## src/rtl/tllc_pkg.sv

```systemverilog
`timescale 1ns / 1ps
package tllc_pkg;

  localparam int I_SETS_DEF  = 64;
  localparam int I_WAYS_DEF  = 4;
  localparam int D_SETS_DEF  = 64;
  localparam int D_WAYS_DEF  = 4;
  localparam int L2_SETS_DEF = 256;
  localparam int L2_WAYS_DEF = 8;

  localparam logic [2:0] REG_I_HIT  = 3'd0;
  localparam logic [2:0] REG_D_HIT  = 3'd1;
  localparam logic [2:0] REG_L2_HIT = 3'd2;
  localparam logic [2:0] REG_MEM    = 3'd3;
  localparam logic [2:0] REG_OFFSET = 3'd4;
  localparam logic [2:0] REG_I_EN   = 3'd5;
  localparam logic [2:0] REG_D_EN   = 3'd6;
  localparam logic [2:0] REG_L2_EN  = 3'd7;

  localparam logic MODE_INSTR = 1'b0;
  localparam logic MODE_DATA  = 1'b1;

  typedef struct packed {
    logic        mode;
    logic [31:0] addr;
  } req_t;

  typedef struct packed {
    logic [10:0] access_time;
    logic        l1_hit;
    logic        l2_looked_up;
    logic        l2_hit;
  } rsp_t;

  typedef struct packed {
    logic [7:0] i_hit_time;
    logic [7:0] d_hit_time;
    logic [7:0] l2_hit_time;
    logic [9:0] mem_latency;
    logic [3:0] offset_bits;
    logic       i_enable;
    logic       d_enable;
    logic       l2_enable;
  } cfg_t;

  // controller -> cache level
  typedef struct packed {
    logic rd;   // read set
    logic upd;  // write back updated set
  } lvl_cmd_t;

  // cache level -> controller
  typedef struct packed {
    logic hit;
    logic ready;  // clearing pass finished
  } lvl_sts_t;

endpackage

```

## src/rtl/tllc_ctrl.sv

```systemverilog
`timescale 1ns / 1ps
// Sequencer: L1 read, L1 update, L2 read, L2 update, result; the L2 steps are skipped on an L1 hit or with L2 disabled.
module tllc_ctrl import tllc_pkg::*; (
  input  logic     clk,
  input  logic     rst,
  input  logic     start,
  input  req_t     req,
  input  cfg_t     cfg,
  input  lvl_sts_t i_sts,
  input  lvl_sts_t d_sts,
  input  lvl_sts_t l2_sts,
  output lvl_cmd_t i_cmd,
  output lvl_cmd_t d_cmd,
  output lvl_cmd_t l2_cmd,
  output logic     busy,
  output req_t     cur,
  output logic     done,
  output rsp_t     rsp
);
  localparam logic [2:0] S_IDLE = 3'd0;
  localparam logic [2:0] S_L1   = 3'd1;
  localparam logic [2:0] S_L2R  = 3'd2;
  localparam logic [2:0] S_L2   = 3'd3;
  localparam logic [2:0] S_OUT  = 3'd4;

  logic [2:0] state, state_next;
  logic       l1_on, l1h;
  logic [7:0] l1_time;
  logic       l1_hit, l2_hit, l2_looked;
  logic       take;

  assign l1_on   = (cur.mode == MODE_DATA) ? cfg.d_enable : cfg.i_enable;
  assign l1_time = (cur.mode == MODE_DATA) ? cfg.d_hit_time : cfg.i_hit_time;
  assign l1h     = (cur.mode == MODE_DATA) ? d_sts.hit : i_sts.hit;
  // stay busy until every tag store has finished its clearing pass
  assign busy    = state != S_IDLE || !(i_sts.ready && d_sts.ready && l2_sts.ready);
  assign take    = start && !busy;

  always_comb begin
    state_next = state;
    i_cmd = '0; d_cmd = '0; l2_cmd = '0;
    case (state)
      S_IDLE: if (take) state_next = S_L1;
      S_L1: begin
        if (l1_on) begin
          i_cmd.upd = cur.mode == MODE_INSTR;
          d_cmd.upd = cur.mode == MODE_DATA;
        end
        state_next = (l1_on && l1h) || !cfg.l2_enable ? S_OUT : S_L2R;
      end
      S_L2R: begin
        l2_cmd.rd = 1'b1;
        state_next = S_L2;
      end
      S_L2: begin
        l2_cmd.upd = 1'b1;
        state_next = S_OUT;
      end
      S_OUT: state_next = S_IDLE;
      default: state_next = S_IDLE;
    endcase
    if (take) begin
      i_cmd.rd = 1'b1;
      d_cmd.rd = 1'b1;
    end
  end

  always_ff @(posedge clk) begin
    if (rst) state <= S_IDLE;
    else state <= state_next;
    if (take) begin
      cur <= req;
      l2_hit <= 1'b0;
      l2_looked <= 1'b0;
    end
    if (state == S_L1) l1_hit <= l1_on && l1h;
    if (state == S_L2) begin
      l2_looked <= 1'b1;
      l2_hit <= l2_sts.hit;
    end
  end

  logic [10:0] t;
  always_comb begin
    if (l1_hit) t = {3'd0, l1_time};
    else begin
      if (l2_looked) t = {3'd0, cfg.l2_hit_time} + (l2_hit ? 11'd0 : {1'b0, cfg.mem_latency});
      else t = {1'b0, cfg.mem_latency};
      if (l1_on) t = t + {3'd0, l1_time};
    end
  end

  assign done = state == S_OUT;
  assign rsp  = '{access_time: t, l1_hit: l1_hit, l2_looked_up: l2_looked, l2_hit: l2_hit};
endmodule

```

## config.mk

```make
export PLATFORM = sky130hd
export DESIGN_NAME = tllc_ctrl
export DESIGN_NICKNAME = d
export VERILOG_FILES = /design/src/rtl/tllc_pkg.sv /design/src/rtl/tllc_ctrl.sv
export SDC_FILE = /design/constraint.sdc
export NUM_CORES = 1
export LEC_CHECK = 0
export BUFFER_PORTS_ARGS = -buffer_cell sky130_fd_sc_hd__buf_2
export CORE_MARGIN = 2
export CORE_UTILIZATION = 45
export CTS_CLUSTER_DIAMETER = 100
export DETAILED_ROUTE_END_ITERATION = 8
export PLACE_DENSITY = 0.78
export SYNTH_ARGS = -nofsm -noshare
export SYNTH_HDL_FRONTEND = slang
export SYNTH_SLANG_ARGS = --single-unit
```

## constraint.sdc

```tcl
create_clock -name clk -period 4.2 [get_ports clk]
set_input_delay 0.42 -clock clk [delete_from_list [all_inputs] [get_ports clk]]
set_output_delay 0.42 -clock clk [all_outputs]
set_load 0.03 [all_outputs]
```

Word-level counts from Yosys, hierarchy flattened
Index checks and enable logic that the tools add are counted.
{"block": "op_classes", "addsub": 2, "n_mul": 0, "div": 0, "order_cmp": 0, "eq_ne": 5, "n_shift": 0, "n_mux": 20, "n_bitwise": 1, "n_reduce_logical": 12}
{"op": "11-bit two-way mux", "count": 4}
{"op": "3-bit case mux with 4 select lines", "count": 1}
{"op": "11-bit by 8-bit adder with 11-bit output", "count": 1}
{"op": "8-bit by 10-bit adder with 11-bit output", "count": 1}
{"op": "1-bit two-way mux", "count": 11}
{"op": "10-bit two-way mux", "count": 1}
{"op": "8-bit two-way mux", "count": 1}
{"op": "3-bit by 2-bit equality test with 1-bit output, second input constant", "count": 2}
{"op": "3-bit two-way mux", "count": 2}
{"op": "1-bit logical AND", "count": 4}
{"op": "3-bit by 1-bit equality test with 1-bit output, second input constant", "count": 1}
{"op": "3-bit equality test, second input constant", "count": 1}
{"op": "1-bit zero test", "count": 3}
{"op": "3-bit zero test", "count": 1}
{"op": "3-bit nonzero test", "count": 1}
{"op": "1-bit logical OR", "count": 2}
{"op": "2-bit != test, second input constant", "count": 1}
{"op": "2-bit nonzero test", "count": 1}
{"op": "1-bit inverter", "count": 1}
{"block": "totals", "register_bits": 39, "latchBits": 0, "mem_bits_rw": 0, "rom_bits": 0, "inputBits": 83, "output_inout_bits": 55, "word_cells": 46, "n_memories": 0}

Longest topological paths before layout
{"block": "depth", "depth_word": 8, "mapped_depth": 15, "mapped_depth_nobuf": 14}

Worst setup path before layout
No wires, ideal clock.
{"block": "synth_path", "path_kind": "reg2out", "from": "reg l2_hit", "to": "out rsp[13] in the netlist's numbering", "arrival_time_ns": 3.722, "required_time_ns": 3.780, "path_slack_ns": 0.058, "stages_incl_launch_ff": 15, "path_buffers": 1, "path_cell_list": "edfxtp_1 clkbuf_1 nor2b_1 ha_1 fa_1 a211oi_1 o21ai_1 xor2_1 mux2_2 ha_1 o21a_1 o31ai_1 a21oi_1 nand2_1 o32ai_1"}
{"item": "start: declaration", "line_no": "tllc_ctrl.sv:29", "text": "logic l1_hit, l2_hit, l2_looked;"}
{"item": "start signal: assignment", "line_no": "tllc_ctrl.sv:79", "text": "l2_hit <= l2_sts.hit;"}
{"item": "end: declaration", "line_no": "tllc_ctrl.sv:18", "text": "output rsp_t rsp"}

==> flow_metrics.py <==
metrics = {
    "logic_synthesis": {
        "synth_fp_nets": 342,
        "netlist_instances": 239,
        "synthArstFlopShare": 0,
        "ys_ff_latch": 39,
        "ys.flop_type": "edfxtp_1",
        "synth_area_per_cell_sq_um": 10.8,
        "synth_edf_count": 35,
        "synth_area_sq_um": 2580,
        "netlist.area_leader.share": 0.408,
        "synth.distinct_cells": 56,
        "yosys.area.top_type": "edfxtp_1",
        "synth_area_leaders": "edfxtp_1 (41%), ha_1 (8.7%), mux2_2 (5.2%)",
        "yosysSeqAreaShare": 0.439,
        "ys.warnings.count": 0,
    },
    "timing": {
        "setup_slack_ns": 0.0962,
        "rsz0062_at_grt": "true",
        "fin_crit_sh": 0.977,
        "fmax_ghz": 0.244,
        "whs_ns": 0.301,
        "finalSetupViolations": 0,
        "final.setup_skew_ns": 0.00391,
        "period_minus_slack_ns": 4.10,
        "finalSetupTns_ns": 0,
        "slew_headroom": 0.597,
        "hold_violations": 0,
        "slew_viol_final": 0,
        "worst_pin_slew_ns": 0.603,
    },
    "critical_path": {
        "crit_arrival_ns": 3.68,
        "start_kind": "register",
        "crit_fanout": 4,
        "required_ns": 3.78,
        "crit_type": "register to output port",
        "end_kind": "output port",
    },
    "clocking": {
        "cts_tree": "built",
        "cts_buffers": 5,
        "clockBufferDepth": 2,
        "cts.sinks": 39,
        "hold_buffers": 0,
        "clkLatencyLatePin_ns": 0.29,
        "clk_pin_slew_ns": 0.08,
        "cts-root-buf": "clkbuf_8",
        "htree_levels": 2,
    },
    "floorplan": {
        "die_area_sq_um": 6350,
        "ios": 138,
        "die_width_um": 79.7,
        "initial_core_util": 0.468,
        "die_h_um": 79.7,
        "rows": 27,
        "coreArea_sq_um": 5510,
    },
    "finish": {
        "fin_cells": 450,
        "n_antenna_cell": 0,
        "drive_above_1_share": 0.500,
        "utilization": 0.645,
        "design_area_sq_um": 3550,
        "n_fill_cell": 443,
        "nNetsFinal": 480,
        "syn_to_final_growth_pct": 37.9,
    },
    "placed_design": {
        "portBuffers": 133,
        "dpl.cell_count": 436,
        "pre_cts_slack_ns": 0.276,
        "post_dp_cell_area_sq_um": 3300,
        "place_congestion": 0.887,
        "detailed_place_hpwl_mm": 5.38,
    },
    "detailed_routing": {
        "remaining_drc_errors": 0,
        "wl_per_cell_um": 15.7,
        "vias": 2346,
        "initialDrtViolationCount": 49,
        "antenna_left": 0,
        "drt-total-wl_mm": 7.05,
        "first_pass_iters": 4,
        "viasPerCell": 5.21,
    },
    "global_routing": {
        "antenna_found_initial": 0,
        "grt_use_total": 0.212,
        "grt_pass1_wl_mm": 10.2,
        "grt_overflow": 0,
        "grt_pass1_vias": 2231,
        "grt_start_max_net_pins": 23,
    },
    "power": {
        "peakVddDrop_mv": 0.278,
        "leakage_nw": 1.65,
        "total_power_mw": 0.897,
        "powerDensity_nw_per_um2": 252,
    },
    "hold_path": {
        "hp-class": "input pin to register",
    },
    "run": {
        "drv_cap": 0,
    },
    "run_status": {
        "status": "finished, final reports clean",
    },
}
## worst max-delay path, cell delays in order, from the launching register on
cell,delay (ns)
edfxtp_1,0.49
buf_4,0.19
nor2b_4,0.15
ha_4,0.22
a211oi_4,0.26
o21bai_1,0.12
and4b_1,0.19
or3_4,0.39
ha_4,0.29
o21ai_0,0.09
or2_2,0.31
a21oi_2,0.17
nor4_1,0.07
a221o_1,0.28
buf_4,0.17
## kinds of logic (layout without fill, tap and decap cells)
logic type / count (synthesis) / after routing / synth area share
compound gates: 70 / 70 / 0.187
xor+xnor: 5 / 5 / 0.0170
fa+ha+maj: 20 / 20 / 0.103
buf+inv: 19 / 158 / 0.0359
flops: 39 / 39 / 0.439
mux: 17 / 17 / 0.0718
simple gates: 69 / 69 / 0.146
## layout by cell type (no fill, tap or decap), types with 2 or more instances in the layout
master,instances
a21oi_2,4
nor2_1,19
o22ai_1,2
mux2_2,11
o21ai_1,2
nor4_1,2
clkbuf_8,5
ha_4,3
a31oi_1,2
xnor2_1,4
buf_2,130
o21ai_2,2
ha_1,14
o31ai_1,2
clkinv_2,3
nor3_1,3
nand2_1,12
a21o_1,6
nand2b_1,3
a211oi_1,3
a211o_1,3
o21ai_0,12
o21a_1,4
edfxtp_1,35
o211ai_1,2
or2_2,3
dfxtp_1,4
and2_1,2
nor2b_1,8
a21oi_1,8
mux2i_1,5
buf_4,11
a211oi_2,3
o21bai_1,2
inv_1,7
nor3b_1,4
## worst paths after layout
kind             from        to  slack (ns)  cells past startpoint
max            l2_hit   rsp[10]         0.1                     14
min reg2reg  state[2]  state[1]        0.56                      1
max reg2reg  state[2]    l2_hit        1.93                      6
min            req[9]    cur[9]        0.30                      1
## routing by layer
layer | wire, um | track usage | share of wire | vias to the layer above
met5 | 0 | 0 | 0 | -
met4 | 193 | 0.0759 | 0.027 | 0
met3 | 487 | 0.0826 | 0.069 | 17
met2 | 3500 | 0.345 | 0.50 | 84
met1 | 2870 | 0.256 | 0.41 | 1067
li1 | - | - | - | 1178
## final cells by class
cell class / count / area, sq um / area share
clock buffers: 5 / 68.8 / 0.0194
clock inverters: 3 / 15.0 / 0.00423
inverters: 7 / 26.3 / 0.00739
multi-input cells: 181 / 1470 / 0.414
flip-flops and latches: 39 / 1130 / 0.318
well taps: 72 / 90.1 / 0.0254
repair buffers: 143 / 752 / 0.212
## sequential cells by signal, summed over array words and instances (netlist names)
signal,cells
cur,33
state,3
l1_hit,1
l2_hit,1
l2_looked,1
## where the power goes
part / internal (mW) / switching (mW) / total [mW]
Clock: 0.113 / 0.124 / 0.238
Sequential: 0.430 / 0.00376 / 0.434
Combinational: 0.102 / 0.124 / 0.226
Total: 0.645 / 0.252 / 0.897
## Yosys cell counts (4+ instances only)
library cell,instances
ha_1,18
nor3b_1,4
dfxtp_1,4
o21ai_1,4
a211oi_1,6
edfxtp_1,35
mux2i_1,5
clkbuf_1,5
a21o_1,6
o21ai_0,12
xnor2_1,4
nor2_1,19
nor2b_1,9
mux2_2,12
o21a_1,4
inv_1,7
buf_4,5
nand2_1,12
a21oi_1,12
## what timing repair did
item | CTS | global route
endpoints found under the hold margin | 0 | 0
gates resized for setup | 0 | 27
endpoints found under the setup margin | 0 | 4
setup buffers | 0 | 6
No activity file was read; power rests on OpenSTA's default activity.
